==> src/hw/rtl/dtt_pkg.sv <==
// Shared types, constants and a helper function of the dirty tile tracker.
package dtt_pkg;

  localparam int TILE_SIZE_DEF     = 64;
  localparam int MAX_TILE_COLS_DEF = 64;
  localparam int MAX_TILE_ROWS_DEF = 64;

  localparam int COORD_W  = 14;
  localparam int PIX_W    = 13;
  localparam int CNT_W    = 7;
  localparam int IDX_W    = 6;
  localparam int MASK_W   = 64;
  localparam int MODE_W   = 2;
  localparam int DIV_IN_W = 14;
  localparam int DIV_MW   = DIV_IN_W + 1;
  localparam int QUOT_W   = 11;

  localparam int APB_AW  = 4;
  localparam int APB_DW  = 32;
  localparam int REG_LSB = 2;
  localparam int REG_W   = APB_AW - REG_LSB;

  localparam logic [REG_W-1:0] REG_CANVAS_WIDTH  = 2'd0;
  localparam logic [REG_W-1:0] REG_CANVAS_HEIGHT = 2'd1;
  localparam logic [REG_W-1:0] REG_HAS_LAYERS    = 2'd2;

  localparam int CMDQ_AW     = 1;
  localparam int CMDQ_DEPTH  = 1 << CMDQ_AW;
  localparam int OFIFO_AW    = 2;
  localparam int OFIFO_DEPTH = 1 << OFIFO_AW;

  typedef enum logic [MODE_W-1:0] {
    MODE_MARK_RECT = 2'd0,
    MODE_MARK_ALL  = 2'd1,
    MODE_MARK_TILE = 2'd2,
    MODE_COLLECT   = 2'd3
  } mode_t;

  typedef enum logic [1:0] {
    OP_EMPTY     = 2'd0,
    OP_MARK_ROWS = 2'd1,
    OP_MARK_ALL  = 2'd2,
    OP_COLLECT   = 2'd3
  } op_t;

  typedef struct packed {
    op_t              op;
    logic [IDX_W-1:0] row_first;
    logic [IDX_W-1:0] row_last;
    logic [MASK_W-1:0] mask;
  } cmd_t;

  typedef struct packed {
    logic             canvas;
    logic             has_layers;
    logic [CNT_W-1:0] cols;
    logic [CNT_W-1:0] rows;
  } grid_t;

  typedef struct packed {
    logic [IDX_W-1:0]  row_index;
    logic [MASK_W-1:0] dirty_mask;
    logic              last;
  } res_t;

  // Division by a constant through a multiply by its scaled reciprocal.
  function automatic logic [QUOT_W-1:0] recip_div(input logic [DIV_IN_W-1:0] v,
                                                  input logic [DIV_MW-1:0] m,
                                                  input int s);
    logic [DIV_IN_W+DIV_MW-1:0] p;
    p = (DIV_IN_W + DIV_MW)'(v) * (DIV_IN_W + DIV_MW)'(m);
    return QUOT_W'(p >> s);
  endfunction

endpackage

==> src/hw/rtl/dtt_cfg.sv <==
// Configuration registers and derived tile grid size of the dirty tile tracker.
module dtt_cfg #(
  parameter int TILE_SIZE     = dtt_pkg::TILE_SIZE_DEF,
  parameter int MAX_TILE_COLS = dtt_pkg::MAX_TILE_COLS_DEF,
  parameter int MAX_TILE_ROWS = dtt_pkg::MAX_TILE_ROWS_DEF
) (
  input  logic                        clk,
  input  logic                        rst_n,
  input  logic                        psel,
  input  logic                        penable,
  input  logic                        pwrite,
  input  logic [dtt_pkg::APB_AW-1:0]  paddr,
  input  logic [dtt_pkg::APB_DW-1:0]  pwdata,
  output logic [dtt_pkg::APB_DW-1:0]  prdata,
  output logic                        pready,
  output dtt_pkg::grid_t              grid,
  output logic                        resize
);
  import dtt_pkg::*;

  localparam int DIV_L = $clog2(TILE_SIZE);
  localparam int DIV_S = DIV_IN_W + DIV_L;
  localparam longint DIV_M_FULL =
    ((longint'(1) << DIV_S) + longint'(TILE_SIZE) - 1) / longint'(TILE_SIZE);
  localparam logic [DIV_MW-1:0] DIV_M = DIV_MW'(DIV_M_FULL);

  logic [PIX_W-1:0] width_r, height_r;
  logic             layers_r;
  logic             resize_r;
  logic [CNT_W-1:0] cols_r, rows_r;
  logic [CNT_W-1:0] cols_nxt, rows_nxt;
  logic [QUOT_W-1:0] cols_q, rows_q;
  logic             wr_en;
  logic [REG_W-1:0] reg_idx;

  assign pready  = 1'b1;
  assign wr_en   = psel && penable && pwrite;
  assign reg_idx = paddr[APB_AW-1:REG_LSB];

  always_ff @(posedge clk) begin
    if (!rst_n) begin
      width_r  <= '0;
      height_r <= '0;
      layers_r <= 1'b0;
      resize_r <= 1'b0;
    end else begin
      resize_r <= 1'b0;
      if (wr_en) begin
        case (reg_idx)
          REG_CANVAS_WIDTH: begin
            width_r  <= pwdata[PIX_W-1:0];
            resize_r <= 1'b1;
          end
          REG_CANVAS_HEIGHT: begin
            height_r <= pwdata[PIX_W-1:0];
            resize_r <= 1'b1;
          end
          REG_HAS_LAYERS: begin
            layers_r <= pwdata[0];
          end
          default: begin
          end
        endcase
      end
    end
  end

  always_comb begin
    case (reg_idx)
      REG_CANVAS_WIDTH:  prdata = APB_DW'(width_r);
      REG_CANVAS_HEIGHT: prdata = APB_DW'(height_r);
      REG_HAS_LAYERS:    prdata = APB_DW'(layers_r);
      default:           prdata = '0;
    endcase
  end

  // Tile count is the pixel size rounded up to whole tiles, saturated at the grid limit.
  always_comb begin
    cols_q   = recip_div(DIV_IN_W'(width_r) + DIV_IN_W'(TILE_SIZE - 1), DIV_M, DIV_S);
    rows_q   = recip_div(DIV_IN_W'(height_r) + DIV_IN_W'(TILE_SIZE - 1), DIV_M, DIV_S);
    cols_nxt = (cols_q > QUOT_W'(MAX_TILE_COLS)) ? CNT_W'(MAX_TILE_COLS) : CNT_W'(cols_q);
    rows_nxt = (rows_q > QUOT_W'(MAX_TILE_ROWS)) ? CNT_W'(MAX_TILE_ROWS) : CNT_W'(rows_q);
  end

  always_ff @(posedge clk) begin
    if (!rst_n) begin
      cols_r <= '0;
      rows_r <= '0;
    end else begin
      cols_r <= cols_nxt;
      rows_r <= rows_nxt;
    end
  end

  always_comb begin
    grid.canvas     = (width_r != '0) && (height_r != '0);
    grid.has_layers = layers_r;
    grid.cols       = cols_r;
    grid.rows       = rows_r;
  end

  assign resize = resize_r;

endmodule

==> src/hw/rtl/dtt_front.sv <==
// Front end: accepts items, converts pixel spans to tile spans and classifies them.
module dtt_front #(
  parameter int TILE_SIZE = dtt_pkg::TILE_SIZE_DEF
) (
  input  logic                              clk,
  input  logic                              rst_n,
  input  logic                              push,
  output logic                              full,
  input  logic [dtt_pkg::MODE_W-1:0]        in_mode,
  input  logic signed [dtt_pkg::COORD_W-1:0] in_rect_left,
  input  logic signed [dtt_pkg::COORD_W-1:0] in_rect_top,
  input  logic signed [dtt_pkg::COORD_W-1:0] in_rect_right,
  input  logic signed [dtt_pkg::COORD_W-1:0] in_rect_bottom,
  input  logic [dtt_pkg::IDX_W-1:0]         in_tile_col,
  input  logic [dtt_pkg::IDX_W-1:0]         in_tile_row,
  input  dtt_pkg::grid_t                    grid,
  output logic                              cmd_push,
  output dtt_pkg::cmd_t                     cmd,
  input  logic                              cmd_full
);
  import dtt_pkg::*;

  localparam int DIV_L = $clog2(TILE_SIZE);
  localparam int DIV_S = DIV_IN_W + DIV_L;
  localparam longint DIV_M_FULL =
    ((longint'(1) << DIV_S) + longint'(TILE_SIZE) - 1) / longint'(TILE_SIZE);
  localparam logic [DIV_MW-1:0] DIV_M = DIV_MW'(DIV_M_FULL);

  // Negative coordinates always land on tile zero, so only the magnitude of
  // non-negative ones goes through the divider.
  function automatic logic [DIV_IN_W-1:0] non_neg(input logic [COORD_W-1:0] x);
    return x[COORD_W-1] ? '0 : DIV_IN_W'(x[COORD_W-2:0]);
  endfunction

  function automatic logic [IDX_W-1:0] clamp_hi(input logic [QUOT_W-1:0] q,
                                                input logic [CNT_W-1:0] lim);
    return (q > QUOT_W'(lim)) ? IDX_W'(lim) : IDX_W'(q);
  endfunction

  logic                a_valid_r;
  mode_t               a_mode_r;
  logic [DIV_IN_W-1:0] a_left_r, a_top_r, a_right_r, a_bottom_r;
  logic [IDX_W-1:0]    a_col_r, a_row_r;

  logic                b_valid_r;
  mode_t               b_mode_r;
  logic [QUOT_W-1:0]   b_qx0_r, b_qy0_r, b_qx1_r, b_qy1_r;
  logic [IDX_W-1:0]    b_col_r, b_row_r;

  logic                accept, a_go, b_go;
  logic [CNT_W-1:0]    cols_m1, rows_m1;
  logic [IDX_W-1:0]    tx0, tx1, ty0, ty1, tx1_c, ty1_c;
  logic [MASK_W-1:0]   span_mask;
  logic                marking, tile_on_grid;

  assign b_go     = b_valid_r && !cmd_full;
  assign a_go     = a_valid_r && (!b_valid_r || b_go);
  assign full     = a_valid_r && !a_go;
  assign accept   = push && !full;
  assign cmd_push = b_go;

  always_ff @(posedge clk) begin
    if (!rst_n) begin
      a_valid_r <= 1'b0;
      b_valid_r <= 1'b0;
    end else begin
      a_valid_r <= accept || (a_valid_r && !a_go);
      b_valid_r <= a_go || (b_valid_r && !b_go);
    end
  end

  always_ff @(posedge clk) begin
    if (accept) begin
      a_mode_r   <= mode_t'(in_mode);
      a_left_r   <= non_neg(in_rect_left);
      a_top_r    <= non_neg(in_rect_top);
      a_right_r  <= non_neg(in_rect_right);
      a_bottom_r <= non_neg(in_rect_bottom);
      a_col_r    <= in_tile_col;
      a_row_r    <= in_tile_row;
    end
    if (a_go) begin
      b_mode_r <= a_mode_r;
      b_qx0_r  <= recip_div(a_left_r, DIV_M, DIV_S);
      b_qy0_r  <= recip_div(a_top_r, DIV_M, DIV_S);
      b_qx1_r  <= recip_div(a_right_r, DIV_M, DIV_S);
      b_qy1_r  <= recip_div(a_bottom_r, DIV_M, DIV_S);
      b_col_r  <= a_col_r;
      b_row_r  <= a_row_r;
    end
  end

  always_comb begin
    cols_m1 = grid.cols - CNT_W'(1);
    rows_m1 = grid.rows - CNT_W'(1);
    tx0     = clamp_hi(b_qx0_r, cols_m1);
    ty0     = clamp_hi(b_qy0_r, rows_m1);
    tx1_c   = clamp_hi(b_qx1_r, cols_m1);
    ty1_c   = clamp_hi(b_qy1_r, rows_m1);
    tx1     = (tx1_c < tx0) ? tx0 : tx1_c;
    ty1     = (ty1_c < ty0) ? ty0 : ty1_c;
    for (int c = 0; c < MASK_W; c++) begin
      span_mask[c] = (IDX_W'(c) >= tx0) && (IDX_W'(c) <= tx1);
    end
    marking      = grid.has_layers && grid.canvas;
    tile_on_grid = (CNT_W'(b_col_r) < grid.cols) && (CNT_W'(b_row_r) < grid.rows);

    cmd.op        = OP_EMPTY;
    cmd.row_first = ty0;
    cmd.row_last  = ty1;
    cmd.mask      = span_mask;
    case (b_mode_r)
      MODE_MARK_RECT: begin
        if (marking) cmd.op = OP_MARK_ROWS;
      end
      MODE_MARK_ALL: begin
        if (marking) cmd.op = OP_MARK_ALL;
      end
      MODE_MARK_TILE: begin
        cmd.row_first = b_row_r;
        cmd.row_last  = b_row_r;
        cmd.mask      = MASK_W'(1) << b_col_r;
        if (marking && tile_on_grid) cmd.op = OP_MARK_ROWS;
      end
      MODE_COLLECT: begin
        if (grid.canvas) cmd.op = OP_COLLECT;
      end
      default: begin
        cmd.op = OP_EMPTY;
      end
    endcase
  end

endmodule

==> src/hw/rtl/dtt_cmdq.sv <==
// Short command queue between the front end and the bitmap engine.
module dtt_cmdq (
  input  logic          clk,
  input  logic          rst_n,
  input  logic          wr_en,
  input  dtt_pkg::cmd_t wr_data,
  output logic          full,
  input  logic          rd_en,
  output dtt_pkg::cmd_t rd_data,
  output logic          empty
);
  import dtt_pkg::*;

  cmd_t               slot_r [CMDQ_DEPTH];
  logic [CMDQ_AW-1:0] wr_ptr_r, rd_ptr_r;
  logic [CMDQ_AW:0]   cnt_r;

  assign full    = (cnt_r == (CMDQ_AW + 1)'(CMDQ_DEPTH));
  assign empty   = (cnt_r == '0);
  assign rd_data = slot_r[rd_ptr_r];

  always_ff @(posedge clk) begin
    if (!rst_n) begin
      wr_ptr_r <= '0;
      rd_ptr_r <= '0;
      cnt_r    <= '0;
    end else begin
      if (wr_en) wr_ptr_r <= wr_ptr_r + CMDQ_AW'(1);
      if (rd_en) rd_ptr_r <= rd_ptr_r + CMDQ_AW'(1);
      case ({wr_en, rd_en})
        2'b10:   cnt_r <= cnt_r + (CMDQ_AW + 1)'(1);
        2'b01:   cnt_r <= cnt_r - (CMDQ_AW + 1)'(1);
        default: cnt_r <= cnt_r;
      endcase
    end
  end

  always_ff @(posedge clk) begin
    if (wr_en) slot_r[wr_ptr_r] <= wr_data;
  end

endmodule

==> src/hw/rtl/dtt_back.sv <==
// Bitmap engine: walks tile rows through the dirty bitmap and queues the results.
module dtt_back #(
  parameter int MAX_TILE_COLS = dtt_pkg::MAX_TILE_COLS_DEF,
  parameter int MAX_TILE_ROWS = dtt_pkg::MAX_TILE_ROWS_DEF
) (
  input  logic                       clk,
  input  logic                       rst_n,
  input  logic                       resize,
  input  dtt_pkg::cmd_t              cmd,
  input  logic                       cmd_empty,
  output logic                       cmd_pop,
  output logic                       empty,
  input  logic                       pop,
  output logic [dtt_pkg::IDX_W-1:0]  out_row_index,
  output logic [dtt_pkg::MASK_W-1:0] out_dirty_mask,
  output logic                       out_last
);
  import dtt_pkg::*;

  localparam int RW  = (MAX_TILE_ROWS > 1) ? $clog2(MAX_TILE_ROWS) : 1;
  localparam int CW  = MAX_TILE_COLS;
  localparam int OCW = OFIFO_AW + 2;

  typedef enum logic [1:0] {
    ST_IDLE = 2'b01,
    ST_RUN  = 2'b10
  } state_t;

  state_t            state_r, state_nxt;
  op_t               op_r;
  logic [RW-1:0]     row_r, last_row_r;
  logic [CW-1:0]     mask_r;

  logic [CW-1:0]     mem [MAX_TILE_ROWS];
  logic [CW-1:0]     rd_data_r;
  logic [MAX_TILE_ROWS-1:0] valid_r;

  logic              s2_valid_r, s2_emit_r, s2_last_r;
  op_t               s2_op_r;
  logic [RW-1:0]     s2_row_r;

  res_t              ofifo_r [OFIFO_DEPTH];
  logic [OFIFO_AW-1:0] of_wr_r, of_rd_r;
  logic [OFIFO_AW:0] of_cnt_r;

  logic              at_last, room, issue, done, clear_all, s2_wr, of_push, of_pop;
  logic [CW-1:0]     row_val, wdata;
  res_t              res;

  assign at_last   = (row_r == last_row_r);
  assign room      = (OCW'(of_cnt_r) + OCW'(s2_valid_r && s2_emit_r)) < OCW'(OFIFO_DEPTH);
  assign issue     = (state_r == ST_RUN) && room;
  assign done      = issue && ((op_r == OP_EMPTY) || (op_r == OP_MARK_ALL) || at_last);
  assign cmd_pop   = (state_r == ST_IDLE) && !resize && !cmd_empty;
  assign clear_all = ((state_r == ST_IDLE) && resize) || (issue && (op_r == OP_MARK_ALL));

  always_comb begin
    state_nxt = state_r;
    case (state_r)
      ST_IDLE: if (cmd_pop) state_nxt = ST_RUN;
      ST_RUN:  if (done) state_nxt = ST_IDLE;
      default: state_nxt = ST_IDLE;
    endcase
  end

  always_ff @(posedge clk) begin
    if (!rst_n) begin
      state_r    <= ST_IDLE;
      s2_valid_r <= 1'b0;
    end else begin
      state_r    <= state_nxt;
      s2_valid_r <= issue;
    end
  end

  always_ff @(posedge clk) begin
    if (cmd_pop) begin
      op_r       <= cmd.op;
      row_r      <= cmd.row_first[RW-1:0];
      last_row_r <= cmd.row_last[RW-1:0];
      mask_r     <= cmd.mask[CW-1:0];
    end else if (issue) begin
      row_r <= row_r + RW'(1);
    end
    if (issue) begin
      s2_op_r   <= op_r;
      s2_row_r  <= row_r;
      s2_emit_r <= (op_r != OP_MARK_ROWS) || at_last;
      s2_last_r <= (op_r != OP_COLLECT) || at_last;
    end
  end

  // A row whose valid bit is clear has not been written since the bitmap was
  // last filled, and reads as all dirty.
  always_comb begin
    row_val = valid_r[s2_row_r] ? rd_data_r : {CW{1'b1}};
    res.row_index  = '0;
    res.dirty_mask = '0;
    res.last       = s2_last_r;
    case (s2_op_r)
      OP_COLLECT: begin
        wdata          = row_val & ~mask_r;
        res.row_index  = IDX_W'(s2_row_r);
        res.dirty_mask = MASK_W'(row_val & mask_r);
      end
      OP_MARK_ROWS: wdata = row_val | mask_r;
      default:      wdata = row_val;
    endcase
  end

  assign s2_wr   = s2_valid_r && ((s2_op_r == OP_COLLECT) || (s2_op_r == OP_MARK_ROWS));
  assign of_push = s2_valid_r && s2_emit_r;
  assign of_pop  = pop && !empty;

  always_ff @(posedge clk) begin
    if (issue) rd_data_r <= mem[row_r];
    if (s2_wr) mem[s2_row_r] <= wdata;
  end

  always_ff @(posedge clk) begin
    if (!rst_n) begin
      valid_r <= '0;
    end else if (clear_all) begin
      valid_r <= '0;
    end else if (s2_wr) begin
      valid_r[s2_row_r] <= 1'b1;
    end
  end

  always_ff @(posedge clk) begin
    if (!rst_n) begin
      of_wr_r  <= '0;
      of_rd_r  <= '0;
      of_cnt_r <= '0;
    end else begin
      if (of_push) of_wr_r <= of_wr_r + OFIFO_AW'(1);
      if (of_pop)  of_rd_r <= of_rd_r + OFIFO_AW'(1);
      case ({of_push, of_pop})
        2'b10:   of_cnt_r <= of_cnt_r + (OFIFO_AW + 1)'(1);
        2'b01:   of_cnt_r <= of_cnt_r - (OFIFO_AW + 1)'(1);
        default: of_cnt_r <= of_cnt_r;
      endcase
    end
  end

  always_ff @(posedge clk) begin
    if (of_push) ofifo_r[of_wr_r] <= res;
  end

  assign empty          = (of_cnt_r == '0);
  assign out_row_index  = ofifo_r[of_rd_r].row_index;
  assign out_dirty_mask = ofifo_r[of_rd_r].dirty_mask;
  assign out_last       = ofifo_r[of_rd_r].last;

endmodule

==> src/hw/rtl/dirty_tile_tracker.sv <==
// Top level of the dirty tile tracker: one dirty bit per canvas tile.
//
// Items arrive through a queue-like input channel (push/full) and results leave
// through a queue-like output channel (empty/pop). An item is taken on each edge
// where push is high and full is low; a result is taken on each edge where pop is
// high and empty is low. A collect on a canvas gives one transfer per tile row it
// covers, with the last flag set on the final one; every other item, and a collect
// with no canvas, gives a single empty result. The front end registers the clipped
// coordinates, then their quotients by the tile size, turns those into tile spans
// and hands a command to a two-entry queue. The bitmap engine picks up a command
// when idle, then walks one tile row per cycle while the result queue has room.
// The row rate is set by the read-modify-write pass over the bitmap memory. Reset
// puts the control state in idle and leaves every tile dirty; that state costs no
// clearing pass because each bitmap row carries a valid bit. Writing the canvas
// width or height while the engine idles marks every tile dirty again likewise.
// When the receiver stalls, a four-entry result queue fills and the engine pauses;
// the front end keeps taking items until its own stages and the command queue fill.
// Configuration goes through an APB-style port, which the user must write only while
// the block idles; the block itself does not enforce this.
module dirty_tile_tracker #(
  parameter int TILE_SIZE     = dtt_pkg::TILE_SIZE_DEF,
  parameter int MAX_TILE_COLS = dtt_pkg::MAX_TILE_COLS_DEF,
  parameter int MAX_TILE_ROWS = dtt_pkg::MAX_TILE_ROWS_DEF
) (
  input  logic                               clk,
  input  logic                               rst_n,
  input  logic                               push,
  output logic                               full,
  input  logic [dtt_pkg::MODE_W-1:0]         in_mode,
  input  logic signed [dtt_pkg::COORD_W-1:0] in_rect_left,
  input  logic signed [dtt_pkg::COORD_W-1:0] in_rect_top,
  input  logic signed [dtt_pkg::COORD_W-1:0] in_rect_right,
  input  logic signed [dtt_pkg::COORD_W-1:0] in_rect_bottom,
  input  logic [dtt_pkg::IDX_W-1:0]          in_tile_col,
  input  logic [dtt_pkg::IDX_W-1:0]          in_tile_row,
  output logic                               empty,
  input  logic                               pop,
  output logic [dtt_pkg::IDX_W-1:0]          out_row_index,
  output logic [dtt_pkg::MASK_W-1:0]         out_dirty_mask,
  output logic                               out_last,
  input  logic                               psel,
  input  logic                               penable,
  input  logic                               pwrite,
  input  logic [dtt_pkg::APB_AW-1:0]         paddr,
  input  logic [dtt_pkg::APB_DW-1:0]         pwdata,
  output logic [dtt_pkg::APB_DW-1:0]         prdata,
  output logic                               pready
);
  import dtt_pkg::*;

  grid_t grid;
  logic  resize;
  logic  cmd_push, cmd_full, cmd_pop, cmd_empty;
  cmd_t  cmd_in, cmd_out;

  // Register file and the tile grid size derived from the canvas size.
  dtt_cfg #(
    .TILE_SIZE    (TILE_SIZE),
    .MAX_TILE_COLS(MAX_TILE_COLS),
    .MAX_TILE_ROWS(MAX_TILE_ROWS)
  ) u_cfg (
    .clk    (clk),
    .rst_n  (rst_n),
    .psel   (psel),
    .penable(penable),
    .pwrite (pwrite),
    .paddr  (paddr),
    .pwdata (pwdata),
    .prdata (prdata),
    .pready (pready),
    .grid   (grid),
    .resize (resize)
  );

  // Front end: accepts items and turns them into row-walk commands.
  dtt_front #(
    .TILE_SIZE(TILE_SIZE)
  ) u_front (
    .clk           (clk),
    .rst_n         (rst_n),
    .push          (push),
    .full          (full),
    .in_mode       (in_mode),
    .in_rect_left  (in_rect_left),
    .in_rect_top   (in_rect_top),
    .in_rect_right (in_rect_right),
    .in_rect_bottom(in_rect_bottom),
    .in_tile_col   (in_tile_col),
    .in_tile_row   (in_tile_row),
    .grid          (grid),
    .cmd_push      (cmd_push),
    .cmd           (cmd_in),
    .cmd_full      (cmd_full)
  );

  // The command queue lets the front end run ahead of a long collect.
  dtt_cmdq u_cmdq (
    .clk    (clk),
    .rst_n  (rst_n),
    .wr_en  (cmd_push),
    .wr_data(cmd_in),
    .full   (cmd_full),
    .rd_en  (cmd_pop),
    .rd_data(cmd_out),
    .empty  (cmd_empty)
  );

  // Bitmap engine with its memory and result queue.
  dtt_back #(
    .MAX_TILE_COLS(MAX_TILE_COLS),
    .MAX_TILE_ROWS(MAX_TILE_ROWS)
  ) u_back (
    .clk           (clk),
    .rst_n         (rst_n),
    .resize        (resize),
    .cmd           (cmd_out),
    .cmd_empty     (cmd_empty),
    .cmd_pop       (cmd_pop),
    .empty         (empty),
    .pop           (pop),
    .out_row_index (out_row_index),
    .out_dirty_mask(out_dirty_mask),
    .out_last      (out_last)
  );

endmodule
==> config.mk <==
export PLATFORM = sky130hd
export DESIGN_NAME = dirty_tile_tracker
export DESIGN_NICKNAME = d
export VERILOG_FILES = /design/src/hw/rtl/dtt_pkg.sv /design/src/hw/rtl/dtt_cfg.sv /design/src/hw/rtl/dtt_front.sv /design/src/hw/rtl/dtt_cmdq.sv /design/src/hw/rtl/dtt_back.sv /design/src/hw/rtl/dirty_tile_tracker.sv
export SDC_FILE = /design/constraint.sdc
export NUM_CORES = 2
export LEC_CHECK = 0
export BUFFER_PORTS_ARGS = -buffer_cell sky130_fd_sc_hd__buf_2
export CORE_MARGIN = 1.5
export CORE_UTILIZATION = 55
export DETAILED_ROUTE_END_ITERATION = 16
export PLACE_DENSITY = 0.74
export SETUP_SLACK_MARGIN = 0.02
export SYNTH_ARGS = -nofsm -noshare
export SYNTH_HDL_FRONTEND = slang
export SYNTH_HIERARCHICAL = 1
export SYNTH_MEMORY_MAX_BITS = 65536
export SYNTH_SLANG_ARGS = --single-unit
==> constraint.sdc <==
create_clock -name clk -period 7.3 [get_ports clk]
set_clock_uncertainty 0.15 [all_clocks]
set_input_delay 0.73 -clock clk [delete_from_list [all_inputs] [get_ports clk]]
set_output_delay 0.73 -clock clk [all_outputs]
set_load 0.01 [all_outputs]
### Word-level counts from Yosys, hierarchy flattened

Memories as Yosys holds them, arrays and structs flattened. A register that Yosys moved wholly into a read port is not among the register bits.
Cells that the tools add are included.

* $add $sub $neg: 14
* magnitude comparators: 141
* equality and inequality tests: 20
* shift operators: 1
* muxes and demuxes: 40
* bitwise gates (word level): 6
* reduce and logical (&&, ||, !) cells: 121

Operator list (number)
* greater-or-equal comparator 6 bit, first input constant: 32
* less-or-equal comparator 6 bit, first input constant: 32
* bitwise AND 64 bit: 2
* OR 64 bit: 2
* case mux 64 bit (2 select lines): 1
* greater-or-equal comparator 5 x 6 -> 1 bit, first input constant: 16
* less-or-equal comparator 5 x 6 -> 1 bit, first input constant: 16
* logical AND 1 bit: 85
* 2-to-1 mux 76 bit: 1
* 2-to-1 mux 70 bit: 1
* 2-to-1 mux 64 bit: 1
* inverter 64 bit: 1
* left shift 1 x 6 -> 64 bit, first input constant: 1
* greater-or-equal comparator 4 x 6 -> 1 bit, first input constant: 8
* less-or-equal comparator 4 x 6 -> 1 bit, first input constant: 8
* 2-to-1 mux 6 bit: 8
* case mux 13 bit (3 select lines): 1
* > comparator 8 x 7 -> 1 bit: 4
* adder 13 x 6 -> 14 bit, second input constant: 2
* nonzero test 13 bit: 2
* greater-or-equal comparator 3 x 6 -> 1 bit, first input constant: 4
* less-or-equal comparator 3 x 6 -> 1 bit, first input constant: 4
* equality test 2 bit, second input constant: 9
* > comparator 8 x 7 -> 1 bit, second input constant: 2
* 37 further kinds: 100

* flip-flop bits (word level): 326
* RAM bits: 4536
* output and inout bits: 106
* word-level logic and storage cells: 391
* memories kept: 3

Memories
* u_back.mem: depth 64, bits a word 64, rd ports 1, clocked after memory_dff 1, wr ports 1, line dtt_back.sv:34 `logic [CW-1:0] mem [MAX_TILE_ROWS];`
* u_back.ofifo_r: depth 4, bits a word 71, rd ports 1, clocked after memory_dff 1, wr ports 1, line dtt_back.sv:42 `res_t ofifo_r [OFIFO_DEPTH];`
* u_cmdq.slot_r: depth 2, bits a word 78, rd ports 1, clocked after memory_dff 1, wr ports 1, line dtt_cmdq.sv:14 `cmd_t slot_r [CMDQ_DEPTH];`

### Depth between registers and ports, before layout

* depth in word-level cells: 10
* depth in mapped cells: 24
* mapped depth without buffers: 21

### Hierarchy

The synthesis kept the hierarchy.

By module, submodules not included
* dtt_back: instances 1, cells each 7282, area each 175438.3 µm²
* dtt_front: instances 1, cells each 793, area each 7060.5 µm²
* dtt_cmdq: instances 1, cells each 265, area each 5843.1 µm²
* dtt_cfg: instances 1, cells each 242, area each 2148.3 µm²

### Worst setup path after synthesis

OpenSTA, ideal clock, no wires.

* path kind: register to register
* start: reg u_back.s2_emit_r
* end: reg u_back.valid_r[10]
* library setup time: 120 ps
* data arrival time: 7539 ps
* required time: 7030 ps
* slack: -509 ps
* stages on the path, launching flop included: 7
* buffers on the path: 1
* period minus slack after synthesis: 7809 ps
* path through: edfxtp_1 nand2_1 nor3_1 nor3_1 a31oi_1 clkbuf_1 o21a_1

* longest elaborated chain between the ends: 7

RTL lines
* start: declaration: line dtt_back.sv:38 `logic s2_valid_r, s2_emit_r, s2_last_r;`
* start signal: assignment: line dtt_back.sv:88 `s2_emit_r <= (op_r != OP_MARK_ROWS) || at_last;`
* logical AND 1 bit: line dtt_back.sv:51 `assign room = (OCW'(of_cnt_r) + OCW'(s2_valid_r && s2_emit_r)) < OCW'(OFIFO_DEPTH);`
* adder 3 x 1 -> 4 bit: line dtt_back.sv:51
* less-than comparator 4 x 3 -> 1 bit: line dtt_back.sv:51
* logical AND 1 bit: line dtt_back.sv:52 `assign issue = (state_r == ST_RUN) && room;`
* via u_back.issue: line dtt_back.sv:46 `logic at_last, room, issue, done, clear_all, s2_wr, of_push, of_pop;`
* logical AND 1 bit: line dtt_back.sv:55 `assign clear_all = ((state_r == ST_IDLE) && resize) || (issue && (op_r == OP_MARK_ALL));`
* logical OR 1 bit: line dtt_back.sv:55
* OR reduction 2 bit (no line)
* end signal: assignment: line dtt_back.sv:122 `valid_r <= '0;`
* end signal: assignment: line dtt_back.sv:124 `valid_r <= '0;`
* end signal: indexed assignment: line dtt_back.sv:126 `valid_r[s2_row_r] <= 1'b1;`
* end: declaration: line dtt_back.sv:36 `logic [MAX_TILE_ROWS-1:0] valid_r;`

The timed path passes the listed nets, and every way through them passes these cells.
A chain may end at the register's enable or synchronous reset.

==> flow_summary.ini <==
[status]
outcome = complete, but fails checks
violations = max-capacitance violations, max-slew violations

[yosys]
async_reset_ff_share_pct = 0
synth_top_cell_by_area = edfxtp_1
synth_simple_gate_area_share_pct = 2.14
syn_inst = 8582
netlist_area_mm2 = 0.190
synthDistinctLibCells = 92
synth_top_family_by_area = multiplexers
ys_seq_area_share_pct = 76.5
synth_compound_area_share_pct = 2.68
yosys_warnings = 6
synth_top_area_share_pct = 75.2
synth_edf_count = 4772
yosys-top-cells-area = edfxtp_1, mux4_2, dfxtp_1, mux2i_1, nand2_1
synth_xor_area_share_pct = 0.179
synth_flop_cell = edfxtp_1
muxShareOfSynthArea_pct = 16.7
synth-seq-cells = 4897
synth_fa_ha_area_share_pct = 0.365
syn_avg_cell_area_um2 = 22.2

[final_layout]
areaGrowthSynthToFinish_pct = 12.2
fin_cells = 14000
utilization_pct = 62.2
drive_gt1_share_pct = 28.0
fillers = 22200
nets = 9242
final_area_mm2 = 0.214

[floorplanning]
start_util_pct = 55.4
die_area_mm2 = 0.350
die_h_um = 592
std_cell_rows = 215
die-width_um = 592
ioPinCount = 219
core_mm2 = 0.344

[route]
route.met2.wl_um = 248000
drt_iter0_markers = 14800
route.detailed.drc = 0
drt-met1-wl_um = 188000
ant_nets = 0
top_layer = met5
wire_per_inst_um = 38.3
detail_route.vias_per_cell = 6.90
drt_first_pass_iters = 6
via_count = 96700
wl_met3_um = 74400
routed_wl_um = 536000

[pwr]
ir_drop_mv = 0.397
total_power_mw = 74.5
p_leak_nw = 66.4
powerDensity_mw_per_mm2 = 349

[timing]
rsz0062_at_grt = false
max_slew_margin_pct = -1.24
fin_ws_ns = 0.738
tns_ns = 0
worstMarginPinSlew_ns = 1.51
holdWs_ns = 0.156
period_minus_slack_ns = 6.56
hold_violations = 0
setup_violations = 0
max_freq_ghz = 0.152
post-route-period-util_pct = 89.9
slew_viol_final = 2

[setup_path]
path_buf_inv = 4
required_ns = 7.90
cp-start-kind = register
crit_type = register to register
crit_chain = inv_1 > ha_1 > and3_1 > xnor2_1 > ha_1 > nor2_1 > or4_1 > o311ai_2 > a21o_4 > a21boi_0 > a21oi_1 > inv_1 > ha_1 > a21boi_0 > o221ai_2 > nand2_4 > buf_12 > mux2i_2 > buf_4 > a21oi_1 > o32ai_1
r2r_end = u_cmdq/slot_r[0][28]$_DFFE_PP_
path_depth = 21
rr_startpoint = u_cfg/cols_r[0]$_SDFF_PP0_
reg2reg_depth = 21
critPathMaxStageDelay_ns = 0.53
cp.arrival_ns = 7.17
reg2reg_setup_slack_ns = 0.74
crit_fanout = 29
cp_common_cell = ha_1
worst_path_max_delay_cell = xnor2_1
end_kind = register
cpLargestDelayFamily = compound AO/OA/AOI/OAI gates

[worst_hold_path]
hold_path_end = u_cfg/layers_r$_SDFFE_PN0P_
hp-class = input port to register
hp-start = penable
min_delay_path_depth = 5

[clock_network]
cts_tree = done
root_buffer = clkbuf_16
cts.clk_slew.worst_paths_ns = 0.06
htreeDepth = 5
numCtsBuffers = 460
clock_path_buffers = 4
cts_sinks = 4897
worstSkewPairLatency_ns = 1.00
cts_resized = 0

[placement]
pre_cts_slack_ns = 0.933
hpwl_um = 279000
dpl_cell_area_mm2 = 0.198
gp_congestion = 0.912
dp.cells = 13100
io_buffers = 153

[flow_run]
cap_violations = 2

[global_route]
antenna_found_initial = 20
grt_pass1_wl_um = 746000
grt_pass1_vias = 96900
grt_overflow = 0
grt_usage_pct = 30.7
grt_start_max_net_pins = 126
cells by family (layout without fill, tap and decap cells):
group	after synthesis	count (layout)
flops	4897	4897
mux	1534	1534
xor+xnor	39	39
compound gates	662	662
other cells	2	27
buf+inv	527	1384
simple gates	866	866
fa+ha+maj	55	55
routing by layer:
| layer | vias up | GRT usage, % |
|---|---|---|
| met5 | - | 0 |
| li1 | 37300 | - |
| met1 | 50800 | 41.7 |
| met3 | 1285 | 8.67 |
| met4 | 12 | 12.6 |
| met2 | 7346 | 47.4 |
cells in the mapped netlist (all sizes together), types with 26 or more instances:
master,number
a22oi,88
nand4,26
o21a,78
dfxtp,125
and3,27
o21ai,58
nor2,242
o21ba,65
nor2b,83
clkbuf,220
mux2i,131
mux2,93
buf,258
xnor2,28
nand3,52
nand2,302
edfxtp,4772
a221o,76
inv,48
a211oi,27
nor3,38
mux4,1310
ha,54
a21oi,76
o22ai,38
state kept, by name, indices dropped and copies added, names as in the netlist, 13 cells and up, named ones only:
| signal | flops |
|---|---|
| u_back/mask_r | 64 |
| u_back/ofifo_r | 284 |
| u_back/mem | 4096 |
| u_cfg/height_r | 13 |
| u_back/valid_r | 64 |
| u_back/rd_data_r | 64 |
| u_cmdq/slot_r | 156 |
| u_cfg/width_r | 13 |
where the power goes:
part	internal [mW]	leakage (nW)	switching (mW)	total, mW
clock	13.2	7.19	10.4	23.5
combinational	8.25	15.8	10.1	18.3
sequential	32.2	43.4	0.469	32.6
total	53.6	66.4	20.9	74.5
layout by cell type (no fill, tap or decap), drive strengths merged, types with 54 or more instances in the layout:
master,Yosys,routed
nand2,302,302
mux2i,131,131
dfxtp,125,125
a21oi,76,76
a221o,76,76
o21ba,65,65
inv,48,65
nor2b,83,83
nor2,242,242
dlygate4sd3,0,84
o21a,78,78
edfxtp,4772,4772
o21ai,58,58
mux4,1310,1310
ha,54,54
buf,258,406
clkinv,1,210
clkbuf,220,566
a22oi,88,88
mux2,93,93
worst register-to-register path: cells and delay by family (launching register included):
family | cells | cell delay (ns)
AOI/OAI and AO/OA | 8 | 1.88
xor gates and xnor gates | 1 | 0.53
adders and majority gates | 3 | 0.94
buffers and inverters | 4 | 1.03
DFF | 1 | 0.47
muxes | 1 | 0.39
and+or+nand+nor | 4 | 0.95
final cells by class:
| type | count | area (µm²) | share of cell area, % |
|---|---|---|---|
| flip-flops and latches | 4897 | 146000 | 68.2 |
| multi-input cells | 3176 | 42900 | 20.1 |
| clock buffers | 566 | 12100 | 5.67 |
| well taps | 4557 | 5700 | 2.67 |
| repair buffers | 490 | 4380 | 2.05 |
| clock inverters | 279 | 2620 | 1.22 |
| inverters | 49 | 184 | 0.0861 |
| diodes | 7 | 17.5 | 0.00820 |
what timing repair did:
| action | CTS | global route |
|---|---|---|
| buffers inserted | 0 | 0 |
| endpoints found under the hold margin | 70 | 0 |
| hold buffers | 84 | 0 |
worst max path at each step:
stage	from	endpoint	slack, ns
final	u_cfg/cols_r[0]$_SDFF_PP0_	u_cmdq/slot_r[0][28]$_DFFE_PP_	0.74
after global routing	u_cfg/cols_r[0]$_SDFF_PP0_	u_cmdq/slot_r[0][47]$_DFFE_PP_	0.35
after CTS	u_cfg/cols_r[0]$_SDFF_PP0_	u_cmdq/slot_r[0][28]$_DFFE_PP_	0.88
after detailed placement	u_cfg/cols_r[0]$_SDFF_PP0_	u_cmdq/slot_r[0][28]$_DFFE_PP_	0.93
after global placement	u_cfg/cols_r[0]$_SDFF_PP0_	u_cmdq/slot_r[0][44]$_DFFE_PP_	0.93
after floorplan	u_cfg/cols_r[0]$_SDFF_PP0_	u_cmdq/slot_r[0][4]$_DFFE_PP_	1.88
Power figures use the tool's default switching activity.
